**src/sv/tiny_vm_instruction_execute_macros.svh**
```systemverilog
// assertion macros for the tiny vm instruction execute block
// used by the top level only; no other dependencies
`ifndef TINY_VM_INSTRUCTION_EXECUTE_MACROS_SVH
`define TINY_VM_INSTRUCTION_EXECUTE_MACROS_SVH

// same-cycle implication, checked on every rising edge outside reset
`define TVIE_ASSERT_IMP(label, clk, rst, ante, cons) \
   label: assert property (@(posedge clk) disable iff (rst) (ante) |-> (cons)) \
      else $error("tvie assertion failed");

// next-cycle implication, checked on every rising edge outside reset
`define TVIE_ASSERT_NEXT(label, clk, rst, ante, cons) \
   label: assert property (@(posedge clk) disable iff (rst) (ante) |=> (cons)) \
      else $error("tvie assertion failed");

`endif

```
**src/sv/tvie_pkg.sv**
```systemverilog
// shared types, opcodes and helpers of the tiny vm instruction execute block
// no dependencies; used by tvie_serial_unit and the top level module
`default_nettype none

package tvie_pkg;

   // widths of the address fields in the result word
   localparam int PC_OUT_BITS  = 12;

   // register file geometry
   localparam int REG_COUNT    = 12;
   localparam int REG_IDX_BITS = 4;

   // opcodes
   localparam logic [7:0] FUNC_HALT     = 8'd0;
   localparam logic [7:0] FUNC_HALT_ALT = 8'd1;
   localparam logic [7:0] FUNC_GOTO     = 8'd2;
   localparam logic [7:0] FUNC_PRINT    = 8'd3;
   localparam logic [7:0] FUNC_CLEAR    = 8'd4;
   localparam logic [7:0] FUNC_COLOUR   = 8'd5;
   localparam logic [7:0] FUNC_SPRITE   = 8'd6;
   localparam logic [7:0] FUNC_ALU      = 8'd7;
   localparam logic [7:0] FUNC_SET_LIT  = 8'd8;
   localparam logic [7:0] FUNC_ADD_LIT  = 8'd9;
   localparam logic [7:0] FUNC_RANDOM   = 8'd10;
   localparam logic [7:0] FUNC_CMP_REG  = 8'd11;
   localparam logic [7:0] FUNC_EQ_LIT   = 8'd12;
   localparam logic [7:0] FUNC_NE_LIT   = 8'd13;
   localparam logic [7:0] FUNC_KEY      = 8'd14;

   // register-register operators
   localparam logic [7:0] ALU_SET = 8'd1;
   localparam logic [7:0] ALU_ADD = 8'd2;
   localparam logic [7:0] ALU_SUB = 8'd3;
   localparam logic [7:0] ALU_MUL = 8'd4;
   localparam logic [7:0] ALU_DIV = 8'd5;
   localparam logic [7:0] ALU_MOD = 8'd6;
   localparam logic [7:0] ALU_AND = 8'd7;
   localparam logic [7:0] ALU_OR  = 8'd8;
   localparam logic [7:0] ALU_XOR = 8'd9;

   // comparisons
   localparam logic [7:0] CMP_EQ = 8'd1;
   localparam logic [7:0] CMP_NE = 8'd2;
   localparam logic [7:0] CMP_LT = 8'd3;
   localparam logic [7:0] CMP_LE = 8'd4;
   localparam logic [7:0] CMP_GT = 8'd5;
   localparam logic [7:0] CMP_GE = 8'd6;

   // key ids
   localparam logic [7:0] KEY_FIRST = 8'd1;
   localparam logic [7:0] KEY_LAST  = 8'd5;

   // fixed register ids
   localparam logic [7:0] REG_X_ID      = 8'd1;
   localparam logic [7:0] REG_Y_ID      = 8'd2;
   localparam logic [7:0] REG_FRAME_ID  = 8'd11;
   localparam logic [7:0] REG_COLOUR_ID = 8'd12;

   // event kinds
   localparam logic [2:0] EVENT_NONE   = 3'd0;
   localparam logic [2:0] EVENT_PRINT  = 3'd1;
   localparam logic [2:0] EVENT_CLEAR  = 3'd2;
   localparam logic [2:0] EVENT_SPRITE = 3'd3;
   localparam logic [2:0] EVENT_HALT   = 3'd4;

   // full scale of the random fraction
   localparam logic [16:0] RANDOM_FULL_SCALE = 17'd65535;

   typedef struct packed {
      logic [7:0]  func;
      logic [7:0]  byte_a;
      logic [7:0]  byte_b;
      logic [7:0]  byte_c;
      logic [4:0]  keys_down;
      logic [15:0] random_fraction;
   } req_type;

   typedef struct packed {
      logic [PC_OUT_BITS-1:0] next_pc;
      logic [2:0]             event_kind;
      logic [7:0]             print_value;
      logic [2:0]             clear_color;
      logic [PC_OUT_BITS-1:0] sprite_address;
      logic [7:0]             sprite_x;
      logic [7:0]             sprite_y;
      logic [2:0]             sprite_color;
   } rsp_type;

   // command to the bit-serial multiply / divide unit
   typedef struct packed {
      logic        start;
      logic [15:0] multiplicand;
      logic [7:0]  operand;
      logic [8:0]  divisor;
   } serial_cmd_type;

   typedef struct packed {
      logic busy;
      logic done;
   } serial_status_type;

   function automatic logic reg_in_range(input logic [7:0] id);
      return (id >= 8'd1) && (id <= 8'(REG_COUNT));
   endfunction

   function automatic logic [REG_IDX_BITS-1:0] reg_index(input logic [7:0] id);
      logic [7:0] off;
      off = id - 8'd1;
      return reg_in_range(id) ? off[REG_IDX_BITS-1:0] : '0;
   endfunction

endpackage

`default_nettype wire

```
**src/sv/tvie_ram.sv**
```systemverilog
// generic ram, one write port and two registered read ports
// no dependencies
`default_nettype none

module tvie_ram #(
   parameter int WIDTH = 8,
   parameter int DEPTH = 12
) (
   input  wire logic                     clock,
   input  wire logic                     wr_en,
   input  wire logic [$clog2(DEPTH)-1:0] wr_addr,
   input  wire logic [WIDTH-1:0]         wr_data,
   input  wire logic [$clog2(DEPTH)-1:0] rd_addr_0,
   output logic      [WIDTH-1:0]         rd_data_0,
   input  wire logic [$clog2(DEPTH)-1:0] rd_addr_1,
   output logic      [WIDTH-1:0]         rd_data_1
);

   logic [WIDTH-1:0] mem_ff [DEPTH];
   logic [WIDTH-1:0] rd_data_0_ff;
   logic [WIDTH-1:0] rd_data_1_ff;

   always_ff @(posedge clock) begin
      if (wr_en) begin
         mem_ff[wr_addr] <= wr_data;
      end
      rd_data_0_ff <= mem_ff[rd_addr_0];
      rd_data_1_ff <= mem_ff[rd_addr_1];
   end

   assign rd_data_0 = rd_data_0_ff;
   assign rd_data_1 = rd_data_1_ff;

endmodule

`default_nettype wire

```
**src/sv/tvie_serial_unit.sv**
```systemverilog
// bit-serial shift-add multiplier and restoring divider, one bit per cycle
// depends on tvie_pkg for the command and status structs
`default_nettype none

module tvie_serial_unit (
   input  wire logic                         clock,
   input  wire logic                         reset,
   input  wire tvie_pkg::serial_cmd_type     cmd,
   output tvie_pkg::serial_status_type       status,
   output logic                      [23:0]  product,
   output logic                      [7:0]   quotient,
   output logic                      [7:0]   remainder
);

   localparam int STEPS      = 8;
   localparam int COUNT_BITS = $clog2(STEPS);
   localparam logic [COUNT_BITS-1:0] STEP_LAST = COUNT_BITS'(STEPS - 1);

   logic                  busy_ff, busy_in;
   logic                  done_ff, done_in;
   logic [COUNT_BITS-1:0] count_ff, count_in;
   logic [23:0]           acc_ff, acc_in;
   logic [23:0]           mcand_ff, mcand_in;
   logic [7:0]            mplier_ff, mplier_in;
   logic [7:0]            quo_ff, quo_in;
   logic [7:0]            rem_ff, rem_in;
   logic [8:0]            divisor_ff, divisor_in;
   logic [8:0]            trial;
   logic [8:0]            diff;
   logic                  take;

   // both the multiply and the divide step every cycle while busy; the caller picks its result
   always_comb begin
      busy_in    = busy_ff;
      done_in    = done_ff;
      count_in   = count_ff;
      acc_in     = acc_ff;
      mcand_in   = mcand_ff;
      mplier_in  = mplier_ff;
      quo_in     = quo_ff;
      rem_in     = rem_ff;
      divisor_in = divisor_ff;
      trial      = {rem_ff, quo_ff[7]};
      take       = trial >= divisor_ff;
      diff       = trial - divisor_ff;
      if (cmd.start) begin
         busy_in    = 1'b1;
         done_in    = 1'b0;
         count_in   = '0;
         acc_in     = '0;
         mcand_in   = {8'h00, cmd.multiplicand};
         mplier_in  = cmd.operand;
         quo_in     = cmd.operand;
         rem_in     = '0;
         divisor_in = cmd.divisor;
      end else if (busy_ff) begin
         if (mplier_ff[0]) begin
            acc_in = acc_ff + mcand_ff;
         end
         mcand_in  = {mcand_ff[22:0], 1'b0};
         mplier_in = {1'b0, mplier_ff[7:1]};
         // zero divisor always takes: quotient all ones, remainder the dividend
         rem_in    = take ? diff[7:0] : trial[7:0];
         quo_in    = {quo_ff[6:0], take};
         count_in  = count_ff + COUNT_BITS'(1);
         if (count_ff == STEP_LAST) begin
            busy_in = 1'b0;
            done_in = 1'b1;
         end
      end
   end

   always_ff @(posedge clock) begin
      if (reset) begin
         busy_ff  <= 1'b0;
         done_ff  <= 1'b0;
         count_ff <= '0;
      end else begin
         busy_ff  <= busy_in;
         done_ff  <= done_in;
         count_ff <= count_in;
      end
      acc_ff     <= acc_in;
      mcand_ff   <= mcand_in;
      mplier_ff  <= mplier_in;
      quo_ff     <= quo_in;
      rem_ff     <= rem_in;
      divisor_ff <= divisor_in;
   end

   assign status.busy = busy_ff;
   assign status.done = done_ff;
   assign product     = acc_ff;
   assign quotient    = quo_ff;
   assign remainder   = rem_ff;

endmodule

`default_nettype wire

```
**src/sv/tiny_vm_instruction_execute.sv**
```systemverilog
// tiny vm instruction execute: one instruction word in, one result word out
// uses tvie_pkg, tvie_ram, tvie_serial_unit and the assertion macro header
// one word at a time: mul, div, mod, random, clear and sprite take longer, as they
// wait on the 8-step bit-serial multiply / divide unit
// result sits in an output register so the next word is taken while it waits
// synchronous active-high reset clears pc, state, register and result valid bits
`default_nettype none

`include "tiny_vm_instruction_execute_macros.svh"

module tiny_vm_instruction_execute #(
   parameter int ADDRESS_BITS    = 12,
   parameter int PALETTE_ENTRIES = 8
) (
   input  wire logic              clock,
   input  wire logic              reset,
   input  wire tvie_pkg::req_type req_data,
   input  wire logic              req_valid,
   output logic                   req_stall,
   output tvie_pkg::rsp_type      rsp_data,
   output logic                   rsp_valid,
   input  wire logic              rsp_stall
);

   localparam int OUT_ADDR_BITS = tvie_pkg::PC_OUT_BITS;
   localparam int IDX_BITS      = tvie_pkg::REG_IDX_BITS;
   // divisor for palette reduction, wide enough for 256 entries
   localparam logic [8:0] PALETTE_DIV = 9'(PALETTE_ENTRIES);

   // sequencer: read two registers, read colour, optional serial op, retire
   typedef enum logic [2:0] {
      S_IDLE,
      S_RD,
      S_LATCH,
      S_COL,
      S_WAIT,
      S_DONE
   } state_type;

   state_type                       state_ff, state_in;
   tvie_pkg::req_type               req_ff, req_in;
   logic [ADDRESS_BITS-1:0]         pc_ff, pc_in;
   logic [tvie_pkg::REG_COUNT-1:0]  valid_ff, valid_in;
   tvie_pkg::rsp_type               rsp_ff, rsp_in;
   logic                            rsp_valid_ff, rsp_valid_in;
   logic [7:0]                      d_ff, d_in;
   logic [7:0]                      s_ff, s_in;
   logic                            ok0_ff, ok0_in;
   logic                            ok1_ff, ok1_in;

   // register file read / write
   logic [7:0]          rd_id0, rd_id1;
   logic [IDX_BITS-1:0] rd_idx0, rd_idx1;
   logic [7:0]          rd_data0, rd_data1;
   logic                ram_wr_en;
   logic [IDX_BITS-1:0] ram_wr_addr;

   // serial unit
   tvie_pkg::serial_cmd_type    serial_cmd;
   tvie_pkg::serial_status_type serial_status;
   logic [23:0]                 product;
   logic [7:0]                  quotient;
   logic [7:0]                  remainder;

   // execute
   logic [11:0]             nn_sum;
   logic [7:0]              nn;
   logic [16:0]             nnn_sum;
   logic [ADDRESS_BITS-1:0] nnn;
   logic [ADDRESS_BITS-1:0] pc_plus4;
   logic [ADDRESS_BITS-1:0] next_pc;
   logic [16:0]             rnd_sum;
   logic [7:0]              rnd_q;
   logic [7:0]              colour;
   logic [7:0]              key_off;
   logic                    needs_serial;
   logic                    pass;
   logic                    wr_flag;
   logic [7:0]              wr_id;
   logic [7:0]              wr_data;
   logic                    finish;
   tvie_pkg::rsp_type       rsp_next;

   // literals: nn = b*0x10 + c mod 256, nnn = a*0x100 + b*0x10 + c mod address space
   always_comb begin
      nn_sum   = {req_ff.byte_b, 4'h0} + {4'h0, req_ff.byte_c};
      nn       = nn_sum[7:0];
      nnn_sum  = {1'b0, req_ff.byte_a, 8'h00} + {5'h00, req_ff.byte_b, 4'h0}
               + {9'h000, req_ff.byte_c};
      nnn      = nnn_sum[ADDRESS_BITS-1:0];
      pc_plus4 = pc_ff + ADDRESS_BITS'(4);
   end

   // floor(p / 65535) with p < 65535 * 256: high half plus one correction step
   always_comb begin
      rnd_sum = {1'b0, product[15:0]} + {9'h000, product[23:16]};
      rnd_q   = product[23:16] + {7'h00, rnd_sum >= tvie_pkg::RANDOM_FULL_SCALE};
   end

   // read addresses: port 0 takes the colour register in the latch cycle
   always_comb begin
      rd_id0 = req_ff.byte_a;
      rd_id1 = req_ff.byte_c;
      if (state_ff == S_LATCH) begin
         rd_id0 = tvie_pkg::REG_COLOUR_ID;
      end else begin
         case (req_ff.func)
            tvie_pkg::FUNC_HALT, tvie_pkg::FUNC_HALT_ALT: begin
               rd_id0 = tvie_pkg::REG_FRAME_ID;
            end
            tvie_pkg::FUNC_SPRITE: begin
               rd_id0 = tvie_pkg::REG_X_ID;
               rd_id1 = tvie_pkg::REG_Y_ID;
            end
            tvie_pkg::FUNC_ALU, tvie_pkg::FUNC_CMP_REG: begin
               rd_id0 = req_ff.byte_b;
               rd_id1 = req_ff.byte_c;
            end
            default: begin
            end
         endcase
      end
      rd_idx0 = tvie_pkg::reg_index(rd_id0);
      rd_idx1 = tvie_pkg::reg_index(rd_id1);
      // bad ids and never-written entries read as zero
      ok0_in  = tvie_pkg::reg_in_range(rd_id0) && valid_ff[rd_idx0];
      ok1_in  = tvie_pkg::reg_in_range(rd_id1) && valid_ff[rd_idx1];
   end

   assign colour = ok0_ff ? rd_data0 : 8'h00;

   // serial unit operands
   always_comb begin
      needs_serial = ((req_ff.func == tvie_pkg::FUNC_ALU)
                      && (req_ff.byte_a inside {tvie_pkg::ALU_MUL, tvie_pkg::ALU_DIV,
                                                tvie_pkg::ALU_MOD}))
                   || (req_ff.func inside {tvie_pkg::FUNC_CLEAR, tvie_pkg::FUNC_SPRITE,
                                           tvie_pkg::FUNC_RANDOM});
      serial_cmd.start        = (state_ff == S_COL) && needs_serial;
      serial_cmd.multiplicand = {8'h00, s_ff};
      serial_cmd.operand      = d_ff;
      serial_cmd.divisor      = {1'b0, s_ff};
      case (req_ff.func)
         tvie_pkg::FUNC_CLEAR: begin
            serial_cmd.operand = req_ff.byte_a;
            serial_cmd.divisor = PALETTE_DIV;
         end
         tvie_pkg::FUNC_SPRITE: begin
            serial_cmd.operand = colour;
            serial_cmd.divisor = PALETTE_DIV;
         end
         tvie_pkg::FUNC_RANDOM: begin
            serial_cmd.multiplicand = req_ff.random_fraction;
            serial_cmd.operand      = nn;
         end
         default: begin
         end
      endcase
   end

   // retire: next pc, register write-back and the result word
   always_comb begin
      pass     = 1'b1;
      wr_flag  = 1'b0;
      wr_id    = req_ff.byte_a;
      wr_data  = d_ff;
      next_pc  = pc_plus4;
      key_off  = req_ff.byte_a - tvie_pkg::KEY_FIRST;
      rsp_next = '0;
      case (req_ff.func)
         tvie_pkg::FUNC_HALT, tvie_pkg::FUNC_HALT_ALT: begin
            // frame register ticks and execution restarts at address zero
            next_pc             = '0;
            wr_flag             = 1'b1;
            wr_id               = tvie_pkg::REG_FRAME_ID;
            wr_data             = d_ff + 8'd1;
            rsp_next.event_kind = tvie_pkg::EVENT_HALT;
         end
         tvie_pkg::FUNC_GOTO: begin
            next_pc = nnn;
         end
         tvie_pkg::FUNC_PRINT: begin
            rsp_next.event_kind  = tvie_pkg::EVENT_PRINT;
            rsp_next.print_value = d_ff;
         end
         tvie_pkg::FUNC_CLEAR: begin
            rsp_next.event_kind  = tvie_pkg::EVENT_CLEAR;
            rsp_next.clear_color = remainder[2:0];
         end
         tvie_pkg::FUNC_COLOUR: begin
            wr_flag = 1'b1;
            wr_id   = tvie_pkg::REG_COLOUR_ID;
            wr_data = req_ff.byte_a;
         end
         tvie_pkg::FUNC_SPRITE: begin
            rsp_next.event_kind     = tvie_pkg::EVENT_SPRITE;
            rsp_next.sprite_address = OUT_ADDR_BITS'(nnn);
            rsp_next.sprite_x       = d_ff;
            rsp_next.sprite_y       = s_ff;
            rsp_next.sprite_color   = remainder[2:0];
         end
         tvie_pkg::FUNC_ALU: begin
            wr_flag = 1'b1;
            wr_id   = req_ff.byte_b;
            case (req_ff.byte_a)
               tvie_pkg::ALU_SET: wr_data = s_ff;
               tvie_pkg::ALU_ADD: wr_data = d_ff + s_ff;
               tvie_pkg::ALU_SUB: wr_data = d_ff - s_ff;
               tvie_pkg::ALU_MUL: wr_data = product[7:0];
               tvie_pkg::ALU_DIV: wr_data = quotient;
               tvie_pkg::ALU_MOD: wr_data = remainder;
               tvie_pkg::ALU_AND: wr_data = d_ff & s_ff;
               tvie_pkg::ALU_OR:  wr_data = d_ff | s_ff;
               tvie_pkg::ALU_XOR: wr_data = d_ff ^ s_ff;
               default:           wr_flag = 1'b0;
            endcase
         end
         tvie_pkg::FUNC_SET_LIT: begin
            wr_flag = 1'b1;
            wr_data = nn;
         end
         tvie_pkg::FUNC_ADD_LIT: begin
            wr_flag = 1'b1;
            wr_data = d_ff + nn;
         end
         tvie_pkg::FUNC_RANDOM: begin
            wr_flag = 1'b1;
            wr_data = rnd_q;
         end
         tvie_pkg::FUNC_CMP_REG: begin
            case (req_ff.byte_a)
               tvie_pkg::CMP_EQ: pass = d_ff == s_ff;
               tvie_pkg::CMP_NE: pass = d_ff != s_ff;
               tvie_pkg::CMP_LT: pass = d_ff <  s_ff;
               tvie_pkg::CMP_LE: pass = d_ff <= s_ff;
               tvie_pkg::CMP_GT: pass = d_ff >  s_ff;
               tvie_pkg::CMP_GE: pass = d_ff >= s_ff;
               default:          pass = 1'b1;
            endcase
         end
         tvie_pkg::FUNC_EQ_LIT: begin
            pass = d_ff == nn;
         end
         tvie_pkg::FUNC_NE_LIT: begin
            pass = d_ff != nn;
         end
         tvie_pkg::FUNC_KEY: begin
            // unknown key ids count as pressed
            if ((req_ff.byte_a >= tvie_pkg::KEY_FIRST) &&
                (req_ff.byte_a <= tvie_pkg::KEY_LAST)) begin
               pass = req_ff.keys_down[key_off[2:0]];
            end
         end
         default: begin
         end
      endcase
      // failed test skips the following instruction
      if (!pass) begin
         next_pc = pc_plus4 + ADDRESS_BITS'(4);
      end
      rsp_next.next_pc = OUT_ADDR_BITS'(next_pc);
   end

   // retire only when the output register is free or being emptied
   assign finish      = (state_ff == S_DONE) && (!rsp_valid_ff || !rsp_stall);
   assign ram_wr_en   = finish && wr_flag && tvie_pkg::reg_in_range(wr_id);
   assign ram_wr_addr = tvie_pkg::reg_index(wr_id);

   always_comb begin
      state_in     = state_ff;
      req_in       = req_ff;
      pc_in        = pc_ff;
      valid_in     = valid_ff;
      rsp_in       = rsp_ff;
      rsp_valid_in = rsp_valid_ff && rsp_stall;
      d_in         = d_ff;
      s_in         = s_ff;
      case (state_ff)
         S_IDLE: begin
            if (req_valid) begin
               req_in   = req_data;
               state_in = S_RD;
            end
         end
         S_RD: begin
            state_in = S_LATCH;
         end
         S_LATCH: begin
            d_in     = ok0_ff ? rd_data0 : 8'h00;
            s_in     = ok1_ff ? rd_data1 : 8'h00;
            state_in = S_COL;
         end
         S_COL: begin
            state_in = needs_serial ? S_WAIT : S_DONE;
         end
         S_WAIT: begin
            if (serial_status.done) begin
               state_in = S_DONE;
            end
         end
         S_DONE: begin
            if (finish) begin
               pc_in        = next_pc;
               rsp_in       = rsp_next;
               rsp_valid_in = 1'b1;
               state_in     = S_IDLE;
               if (ram_wr_en) begin
                  valid_in[ram_wr_addr] = 1'b1;
               end
            end
         end
         default: begin
            state_in = S_IDLE;
         end
      endcase
   end

   always_ff @(posedge clock) begin
      if (reset) begin
         state_ff     <= S_IDLE;
         pc_ff        <= '0;
         valid_ff     <= '0;
         rsp_valid_ff <= 1'b0;
      end else begin
         state_ff     <= state_in;
         pc_ff        <= pc_in;
         valid_ff     <= valid_in;
         rsp_valid_ff <= rsp_valid_in;
      end
      req_ff <= req_in;
      rsp_ff <= rsp_in;
      d_ff   <= d_in;
      s_ff   <= s_in;
      ok0_ff <= ok0_in;
      ok1_ff <= ok1_in;
   end

   tvie_ram #(
      .WIDTH (8),
      .DEPTH (tvie_pkg::REG_COUNT)
   ) u_regs (
      .clock     (clock),
      .wr_en     (ram_wr_en),
      .wr_addr   (ram_wr_addr),
      .wr_data   (wr_data),
      .rd_addr_0 (rd_idx0),
      .rd_data_0 (rd_data0),
      .rd_addr_1 (rd_idx1),
      .rd_data_1 (rd_data1)
   );

   tvie_serial_unit u_serial (
      .clock     (clock),
      .reset     (reset),
      .cmd       (serial_cmd),
      .status    (serial_status),
      .product   (product),
      .quotient  (quotient),
      .remainder (remainder)
   );

   assign req_stall = (state_ff != S_IDLE);
   assign rsp_data  = rsp_ff;
   assign rsp_valid = rsp_valid_ff;

   // an accepted word holds off the next one until it retires
   `TVIE_ASSERT_NEXT(a_accept_blocks, clock, reset, req_valid && !req_stall, req_stall)
   // waiting state always has a serial op in flight or finished
   `TVIE_ASSERT_IMP(a_wait_serial, clock, reset, state_ff == S_WAIT, serial_status.busy || serial_status.done)
   // register file is written only when a word retires
   `TVIE_ASSERT_IMP(a_write_at_retire, clock, reset, ram_wr_en, state_ff == S_DONE)
   // a retire into an empty output register always shows a result
   `TVIE_ASSERT_NEXT(a_retire_shows, clock, reset, state_ff == S_DONE && !rsp_valid_ff, rsp_valid_ff)

endmodule

`default_nettype wire

```
**config.mk**
```make
export PLATFORM = sky130hd
export DESIGN_NAME = tiny_vm_instruction_execute
export DESIGN_NICKNAME = d
export VERILOG_FILES = /design/src/sv/tvie_pkg.sv /design/src/sv/tvie_ram.sv /design/src/sv/tvie_serial_unit.sv /design/src/sv/tiny_vm_instruction_execute.sv
export VERILOG_INCLUDE_DIRS = /design/src /design/src/sv
export SDC_FILE = /design/constraint.sdc
export NUM_CORES = 1
export LEC_CHECK = 0
export BUFFER_PORTS_ARGS = -buffer_cell sky130_fd_sc_hd__buf_2
export CAP_MARGIN = 30
export CORE_MARGIN = 10
export CORE_UTILIZATION = 50
export DETAILED_ROUTE_END_ITERATION = 8
export PLACE_DENSITY = 0.68
export SYNTH_ARGS = -nofsm -noshare
export SYNTH_HDL_FRONTEND = slang
export SYNTH_SLANG_ARGS = --single-unit
```
**constraint.sdc**
```tcl
create_clock -name clock -period 7.9 [get_ports clock]
set_input_delay 1.58 -clock clock [delete_from_list [all_inputs] [get_ports clock]]
set_output_delay 1.58 -clock clock [all_outputs]
set_load 0.01 [all_outputs]
```
Word-level counts from Yosys, hierarchy flattened:

Memory sizes are Yosys's and may differ from the RTL's. A register that Yosys moved wholly into a read port is not among the register bits.
Cells that the tools add are included.

* register bits after elaboration: 241
* bits in writable memories: 96
* memories kept: 1

Memories
* u_regs.mem_ff: depth 12, bits a word 8, rd ports 2, clocked after memory_dff 2, write ports 1, RTL line tvie_ram.sv:19 `logic [WIDTH-1:0] mem_ff [DEPTH];`

* multiplexer cells: 48
* order comparisons: 19
* bitwise logic cells: 4
* $add $sub $neg: 18
* equal/unequal tests: 36
* reduce and logical (&&, ||, !) cells: 35

Operator list (number)
* == test 8 x 4 -> 1 bit (second input constant): 9
* 2-to-1 mux 8 bit: 9
* one-hot mux 8 bit (3 select lines): 3
* one-hot mux 8 bit (9 select lines): 1
* == test 8 x 3 -> 1 bit (second input constant): 8
* 2-to-1 mux 16 bit: 3
* one-hot mux 8 bit (6 select lines): 1
* == test 8 x 2 -> 1 bit (second input constant): 4
* greater-or-equal comparator 8 x 1 -> 1 bit (second input constant): 4
* adder 12 x 3 -> 12 bit (second input constant): 2
* adder 24 bit: 1
* adder 8 bit: 3
* less-or-equal comparator 8 x 4 -> 1 bit (second input constant): 3
* one-hot mux 12 bit (2 select lines): 1
* one-hot mux 3 bit (6 select lines): 1
* adder 16 x 8 -> 17 bit: 1
* greater-or-equal comparator 17 x 16 -> 1 bit (second input constant): 1
* == test 8 x 1 -> 1 bit (second input constant): 2
* == test 8 bit: 2
* != test 8 bit: 2
* subtractor 8 bit: 2
* less-than comparator 4 x 5 -> 1 bit (second input constant): 3
* 2-to-1 mux 1 bit: 14
* logical AND 1 bit: 13
* other kinds (45): 67

Depth between registers and ports, before layout:

Gate-level depths: netlist of the first run.

* depth after elaboration: 11
* mapped depth: 22

Hierarchy:

Synthesis of the first run repeated with hierarchy kept, for this count alone.

* cells, all modules: 1836
* area total of the unflattened synthesis: 19984.2 sq um

Modules (own cells, without submodules)
* tiny_vm_instruction_execute: cells each 1069, area an instance 10197.3 sq um, instances 1, sequential area each 4384.2 sq um
* tvie_serial_unit: cells each 503, area an instance 4901.0 sq um, instances 1, sequential area each 2132.0 sq um
* tvie_ram: cells each 264, area an instance 4885.9 sq um, instances 1, sequential area each 3203.1 sq um

Worst setup path after synthesis of the first run:

No wires, ideal clock.

* kind: input to register
* from: input port req_valid
* to: register req_ff[0] (netlist name) (enable)
* setup slack: 3.611 ns
* data required time: 7.436 ns
* data arrival time: 3.825 ns
* path buffers: 0
* stages: 2
* setup time: 0.464 ns
* cell sequence: inv_1 -> nor2_1

* cells in the longest elaborated chain, start to end: 1

Ends and longest elaborated chain
* start: declaration: RTL line tiny_vm_instruction_execute.sv:18 `input wire logic req_valid,`
* AND reduction 2 bit (no source line)
* end signal: assignment: RTL line tiny_vm_instruction_execute.sv:330 `req_ff <= req_in;`
* end: declaration: RTL line tiny_vm_instruction_execute.sv:41 `tvie_pkg::req_type req_ff, req_in;`

Every way passes these cells.
A chain may end at the register's enable or synchronous reset.

Worst setup path after layout of the first run:

* from: register req_ff[45] (netlist name)
* to: register u_regs.rd_data_0_ff[5] (netlist: u_regs.rd_data_0[5]) (read register of u_regs.mem_ff)

* cells in the longest elaborated chain, start to end: 7

Ends and longest elaborated chain
* == test 8 x 3 -> 1 bit, or another cell as far along: RTL line tiny_vm_instruction_execute.sv:107 `case (req_ff.func)`
* OR reduction 2 bit: RTL line tiny_vm_instruction_execute.sv:107
* one-hot mux 8 bit (3 select lines) *: RTL line tiny_vm_instruction_execute.sv:107
* 2-to-1 mux 8 bit *: RTL line tiny_vm_instruction_execute.sv:104 `if (state_ff == S_LATCH) begin`
* greater-or-equal comparator 8 x 1 -> 1 bit or less-or-equal comparator 8 x 4 -> 1 bit (tied branches): RTL line tvie_pkg.sv:104 `return (id >= 8'd1) && (id <= 8'(REG_COUNT));`
* logical AND 1 bit: RTL line tvie_pkg.sv:104
* 2-to-1 mux 4 bit *: RTL line tvie_pkg.sv:110 `return reg_in_range(id) ? off[REG_IDX_BITS-1:0] : '0;`
* end: declaration: RTL line tvie_ram.sv:20 `logic [WIDTH-1:0] rd_data_0_ff;`

Mark *: on every way between the ends. The rest lies on a longest branch, timed or not.

==> run_results.csv, run 1 <==
group,metric,value,unit
floorplan,die_area,0.04760,mm²
setup_path,crit_arrival,5.67,ns
synthesis,yosys_warnings,0,
sta,worst_pin_slew,1.031,ns
min_path,min_path_type,"reg2reg",
clocking,clk_latency,0.58,ns
clocking,postCtsSetupBuffers,0,
routing,firstDrtPassIters,7,
setup_path,cp-start-kind,"register",
global_route,grt_use_total,23.31,%
sta,timing.slew.headroom,30.98,%
clocking,root_buffer,"clkbuf_16",
setup_path,end_kind,"register",
sta,fin_worst_skew,0.02266,ns
synthesis,yosysUniqueCellTypes,95,
finish,layout.cells.non_filler,2550,
clocking,ctsHoldBuffers,0,
routing,vias,15670,
global_route,grt_pass1_wl,87.16,mm
routing,remaining_drc_errors,0,
placement,portBuffers,115,
clocking,cts_tree,"yes",
sta,finalSetupTns,0,ns
clocking,clk_pin_slew,0.06,ns
sta,timing.hold.ws,0.4788,ns
synthesis,ys_seq_area_share,49.35,%
finish,final_area,0.02212,mm²
power,ir_drop,0.1933,mV
synthesis,synth.top_cells.by_area,"edfxtp_1 (40%), dfxtp_1 (9.3%), ha_1 (6.2%)",
placement,post_dp_cell_area,0.02075,mm²
floorplan,num_rows,72,
global_route,grt-ovfl-total,0,
clocking,cts_max_level,2,
synthesis,synth.ff_latch_count,353,
floorplan,die_h,218.2,µm
global_route,antenna_found_initial,1,
floorplan,io_pins,116,
routing,wire_per_inst,22.48,µm
floorplan,dieWidth,218.2,µm
status,status,"complete, no violations",
finish,area_growth_syn_to_layout,12.63,%
routing,antenna_left,0,
clocking,post_cts_resize_count,0,
clocking,cts_buffer_depth,3,
floorplan,core_area,0.03874,mm²
synthesis,ys.flop_type,"edfxtp_1",
power,finalPower,4986,µW
min_path,min_from,"u_serial.product[13]",
synthesis,synth_top_cell_area_share,40.07,%
setup_path,crit_type,"reg2reg",
setup_path,worstPathMaxFanout,21,
global_route,grt_pass1_vias,15130,
synthesis,synth_cells,1904,
synthesis,async_flop_share,0,%
sta,max_freq,190.6,MHz
sta,fin_crit,5.246,ns
routing,first_iter_violations,1498,
sta,setup_viol,0,
global_route,grt_max_degree,54,
sta,drv_slew,0,
setup_path,worstReg2RegStart,"req_ff[45]",
placement,dp_cells,2475,
power,p_leak,0.008581,µW
sta,hold_viol,0,
synthesis,syn_nets,2066,
clocking,clock_sinks,353,
sta,fin_crit_sh,66.41,%
flow_run,cap_viol_max_count,0,
synthesis,synth_area,0.01964,mm²
setup_path,cp_data_required_time,8.32,ns
synthesis,synth_edf_count,262,
setup_path,crit_start,"req_ff[45]",
routing,wirelength,57.33,mm
finish,n_antenna_cell,0,
synthesis,synth_area_leader_cell,"edfxtp_1",
routing,viasPerCell,6.145,
power,power_density,225.5,mW/mm²
finish,nets,2162,
clocking,cts_made_buffers,40,
synthesis,syn-mean-instance-area,10.31,µm²
floorplan,initial_core_util,50.69,%
placement,dp_hpwl,41.74,mm
finish,drive_above_1_share,12.89,%
sta,grt_setup_unrepaired,"no",
placement,place_congestion,0.9653,
flip-flops by register name, summed over array words and instances, names as in the netlist, 8 cells and up:
signal               cells
u_serial.mplier_ff       8
u_serial.mcand_ff       24
u_regs.mem_ff           96
u_serial.product        24
pc_ff                   12
req_ff                  53
u_regs.rd_data_0         8
u_regs.rd_data_1         8
valid_ff                12
rsp_data                57
u_serial.quotient        8
d_ff                     8
u_serial.remainder       8
s_ff                     8
u_serial.divisor_ff      8
critical path, cell delays in order (launching register included):
cell      delay (ns)
edfxtp_1        0.71
nand2_1         0.56
nor2_1          0.22
a221o_1         0.51
inv_1           0.42
ha_1            0.33
a311oi_1        0.19
and3_1          0.22
nor2b_1         0.08
o21ai_4         0.62
buf_4           0.45
mux2_2          0.37
o211ai_1        0.22
o221ai_1        0.15
final timing paths:
| path | end | depth (start not counted) | slack, ns |
|---|---|---|---|
| max | u_regs.rd_data_0[5] | 13 | 2.65 |
| min | u_serial.product[13] | 2 | 0.48 |
| max reg2reg | u_regs.rd_data_0[5] | 13 | 2.65 |
| min reg2reg | u_serial.product[13] | 2 | 0.48 |
cell families after synthesis:
kind of cell | after synthesis | synth area share (%)
adder cells (fa/ha/maj) | 105 | 6.959
multiplexers | 87 | 4.626
XOR/XNOR | 72 | 3.282
AO/OA/AOI/OAI | 439 | 15.76
flip-flops | 353 | 49.35
buffers and inverters | 163 | 3.314
AND/OR/NAND/NOR | 685 | 16.71
cell usage in the layout, fill, tap and decap left out, types with 11 or more instances in the layout:
| cell | Yosys | final |
|---|---|---|
| edfxtp_1 | 262 | 262 |
| nand2_1 | 246 | 246 |
| nor2_1 | 154 | 152 |
| buf_2 | 22 | 116 |
| ha_1 | 98 | 98 |
| a21oi_1 | 95 | 95 |
| dfxtp_1 | 91 | 91 |
| mux2i_1 | 75 | 75 |
| inv_1 | 67 | 67 |
| nand3_1 | 64 | 64 |
| o21ai_0 | 62 | 62 |
| clkbuf_16 | 0 | 44 |
| xnor2_1 | 43 | 43 |
| nor3_1 | 39 | 39 |
| and2_1 | 35 | 35 |
| xor2_1 | 28 | 28 |
| a21o_1 | 25 | 25 |
| nand2b_1 | 24 | 24 |
| buf_4 | 3 | 24 |
| nand4_1 | 22 | 22 |
| o21a_1 | 21 | 21 |
| a31oi_1 | 20 | 20 |
| a22oi_1 | 18 | 18 |
| nor2b_1 | 17 | 17 |
| a211oi_1 | 17 | 17 |
| o221ai_1 | 17 | 17 |
| o211ai_1 | 16 | 16 |
| a221oi_1 | 16 | 16 |
| and3_1 | 14 | 14 |
| or3_1 | 14 | 14 |
| o21bai_1 | 13 | 13 |
| nor4_1 | 11 | 11 |
| clkbuf_1 | 62 | 11 |
power breakdown:
part / internal [µW] / switching, µW / leakage (µW) / total (µW)
clock network: 1130 / 777 / 0.000662 / 1910
logic: 303 / 539 / 0.00484 / 842
registers: 2110 / 127 / 0.00308 / 2240
area by class of cell:
type / instances / area [µm²]
inverters: 72 / 270.3
multi-input cells: 1388 / 9341
clock buffers: 56 / 1156
fillers: 3326 / 16620
flip-flops and latches: 353 / 9689
well taps: 518 / 648.1
repair buffers: 145 / 817.0
clock inverters: 18 / 192.7
synthesized netlist by cell type (all sizes together), types with 29 or more instances:
| cell type | n |
|---|---|
| mux2i | 75 |
| a21oi | 95 |
| dfxtp | 91 |
| o21ai | 67 |
| ha | 98 |
| nand3 | 64 |
| nor3 | 44 |
| xnor2 | 43 |
| buf | 29 |
| nor2 | 156 |
| nand2 | 247 |
| and2 | 36 |
| inv | 71 |
| clkbuf | 62 |
| edfxtp | 262 |
routing by layer:
| layer | track usage [%] | routed length (µm) |
|---|---|---|
| met5 | 0 | 14 |
| met4 | 10.58 | 2487 |
| met3 | 4.434 | 4728 |
| met2 | 37.57 | 26690 |
| met1 | 29.94 | 23410 |
per-stage QoR:
stage                     setup slack, ns  util [%]
after floorplan                     3.611         -
after global placement              2.935     53.37
after detailed placement            2.741     53.57
after CTS                           2.734     57.05
after global routing                2.367     57.09
final                               2.654     57.09
Power figures use the tool's default switching activity.
==> inputs of run 2 (changes only) <==
Settings changed: ABC_AREA set to 1, PLACE_DENSITY 0.68 to 0.67.
Clock period 7.9 ns to 5.4 ns, I/O delays scaled along.
==> run 2 against run 1 <==
Count of clock-buffer cells in the layout down 7. Global-route usage increased by 1.7 points. Clock power grew 50%. Via count increased by 9.7%. Hold slack got worse by 0.0041 ns. Power increased by 85%. Sequential share of layout area decreased by 0.71 points. First-iteration DRC count up 31%. Flip-flop and latch count unchanged. Critical path depth up 7. Critical path type unchanged.
==> run_results.csv, run 2 <==
group,metric,value,unit
synthesis,synth.top_cells.by_area,"edfxtp_1 (39%), dfxtp_1 (9.1%), nand2_1 (8.1%)",
power,finalPower,9209,µW
synthesis,ys.flop_type,"edfxtp_1",
synthesis,synth.ff_latch_count,353,
finish,final_area,0.02248,mm²
power,ir_drop,0.3041,mV
routing,wire_per_inst,20.70,µm
routing,remaining_drc_errors,0,
clocking,root_buffer,"clkbuf_16",
synthesis,synth_edf_count,262,
setup_path,crit_type,"reg2reg",
finish,drive_above_1_share,11.86,%
power,p_leak,0.009904,µW
power,power_density,409.6,mW/mm²
placement,place_congestion,1.009,
clocking,clk_latency,0.57,ns
floorplan,num_rows,73,
routing,viasPerCell,5.754,
sta,drv_slew,0,
routing,firstDrtPassIters,6,
clocking,clk_pin_slew,0.06,ns
finish,nets,2593,
clocking,post_cts_resize_count,0,
flow_run,cap_viol_max_count,0,
setup_path,cpPeakStageDelay,0.64,ns
clocking,cts_made_buffers,40,
routing,wirelength,61.83,mm
clocking,cts_max_level,2,
placement,dp_cells,2913,
synthesis,synth_area,0.02007,mm²
global_route,grt-busiest-layer,"met2",
synthesis,synth_common_cells,"nand2_1 (431), inv_1 (313), edfxtp_1 (262), nor2_1 (203), nand3_1 (159)",
finish,final_cell_mix,"nand2_1 (431), inv_1 (312), edfxtp_1 (262), nor2_1 (202), nand3_1 (159)",
floorplan,die_area,0.04856,mm²
sta,fin_worst_skew,0.01838,ns
setup_path,end_kind,"register",
sta,fin_crit_sh,81.77,%
global_route,grt-ovfl-total,0,
setup_path,cp-start-kind,"register",
floorplan,initial_core_util,50.52,%
setup_path,cpMaxStageDelayCell,"nand3_2",
global_route,antenna_found_initial,0,
global_route,grt_use_total,25.03,%
global_route,grt_pass1_wl,94.60,mm
routing,first_iter_violations,1968,
synthesis,syn_nets,2485,
clocking,ctsHoldBuffers,0,
synthesis,synth_cells,2323,
placement,dp_hpwl,45.51,mm
finish,n_antenna_cell,0,
synthesis,yosys_warnings,0,
synthesis,yosysUniqueCellTypes,59,
setup_path,crit_arrival,4.93,ns
sta,setup_viol,0,
min_path,min_path_type,"reg2reg",
global_route,gr-usage-met2,40.60,%
synthesis,synth_top_cell_area_share,39.19,%
global_route,use_met3,4.616,%
synthesis,syn-mean-instance-area,8.642,µm²
global_route,grt_max_degree,78,
synthesis,synth_area_leader_cell,"edfxtp_1",
setup_path,cp_common_cell,"nand2_1",
sta,fin_crit,4.416,ns
finish,fillCellCount,3619,
clocking,cts_tree,"yes",
routing,antenna_left,0,
finish,top_register,"u_regs.mem_ff",
clocking,clock_sinks,353,
finish,largest_reg_flops,96,
placement,portBuffers,115,
status,status,"complete, no violations",
global_route,grt_use_met1,32.71,%
setup_path,worstPathMaxFanout,50,
placement,post_dp_cell_area,0.02108,mm²
clocking,postCtsSetupBuffers,0,
sta,finalSetupTns,0,ns
floorplan,dieWidth,220.4,µm
setup_path,cp_data_required_time,5.92,ns
finish,area_growth_syn_to_layout,11.99,%
sta,timing.slew.headroom,32.94,%
floorplan,core_area,0.03973,mm²
finish,layout.cells.non_filler,2987,
sta,hold_viol,0,
floorplan,io_pins,116,
sta,max_freq,226.5,MHz
global_route,grt_pass1_vias,16640,
finish,final_common_cell,"nand2_1",
sta,worst_pin_slew,1.005,ns
finish,utilization,56.58,%
synthesis,ys_seq_area_share,48.27,%
routing,vias,17190,
synthesis,async_flop_share,0,%
floorplan,die_h,220.4,µm
synthesis,synth_most_common_cell,"nand2_1",
clocking,cts_buffer_depth,3,
sta,grt_setup_unrepaired,"no",
setup_path,crit_chain,"inv_2 > nand2_1 > nor2_1 > nand2_1 > nand2_2 > nor2_4 > nand3_1 > o211ai_4 > buf_4 > ha_1 > inv_1 > nand2_1 > nand2_1 > nand2_4 > nand3_2 > clkinv_1 > nand3_1 > nand3_1 > nand3_1 > nand2_1",
run 2: cell count changes after synthesis, moves of 25 or more:
cell,before,now
inv_1,67,313
nor2_1,154,203
o21ai_0,62,133
nand2_1,246,431
mux2i_1,75,3
o21ai_1,5,30
and2_1,35,2
clkbuf_1,62,31
a21oi_1,95,154
nand4_1,22,48
nand3_1,64,159
xnor2_1,43,18
o22ai_1,8,40
run 2: through the flow:
step	worst slack, ns	hold WS (ns)
floorplan	1.611	0.4403
global placement	1.183	0.4599
detailed placement	1.105	0.4646
CTS	1.066	0.4736
global route	0.6571	0.4981
finish	0.9842	0.4747
run 2: worst paths after layout:
path / startpoint / to / slack (ns) / cells after the start
max: req_ff[45] / u_regs.rd_data_0[2] / 0.98 / 20
min: valid_ff[0] / valid_ff[0] / 0.47 / 2
max reg2reg: req_ff[45] / u_regs.rd_data_0[2] / 0.98 / 20
min reg2reg: valid_ff[0] / valid_ff[0] / 0.47 / 2
run 2: kinds of logic (layout without fill, tap and decap cells):
| family | Yosys count | after routing | synth area share (%) |
|---|---|---|---|
| buffers and inverters | 408 | 547 | 8.246 |
| XOR/XNOR | 54 | 54 | 2.356 |
| AO/OA/AOI/OAI | 460 | 460 | 13.26 |
| adder cells (fa/ha/maj) | 105 | 105 | 6.806 |
| AND/OR/NAND/NOR | 940 | 940 | 20.92 |
| flip-flops | 353 | 353 | 48.27 |
| multiplexers | 3 | 3 | 0.1496 |
run 2: metal layers:
metal,part of all wire [%],up-vias
met3,8.0,146
met5,0,-
met1,42,8110
li1,-,8148
met2,46,784
met4,3.8,0
run 2: power by group:
group	internal [µW]	switching [µW]	leakage [µW]
sequential	3330	280	0.00317
clock	1730	1130	0.000665
combinational	811	1920	0.00606
total	5880	3330	0.00990
run 2: area by class of cell:
| cell class | count | area (µm²) | area share, % |
|---|---|---|---|
| Clock inverter | 24 | 282.8 | 1.258 |
| Inverter | 340 | 1279 | 5.688 |
| Sequential cell | 353 | 9689 | 43.10 |
| Multi-Input combinational cell | 1562 | 8746 | 38.90 |
| Clock buffer | 49 | 1097 | 4.881 |
| Timing Repair Buffer | 134 | 730.7 | 3.250 |
| Tap cell | 525 | 656.9 | 2.922 |
run 2: critical path: cells and delay by family (launching register included):
family	cells	cell delay [ns]
AND/OR/NAND/NOR	14	2.34
adder cells (fa/ha/maj)	1	0.24
buffers and inverters	4	1.12
AO/OA/AOI/OAI	1	0.14
flip-flops	1	0.51
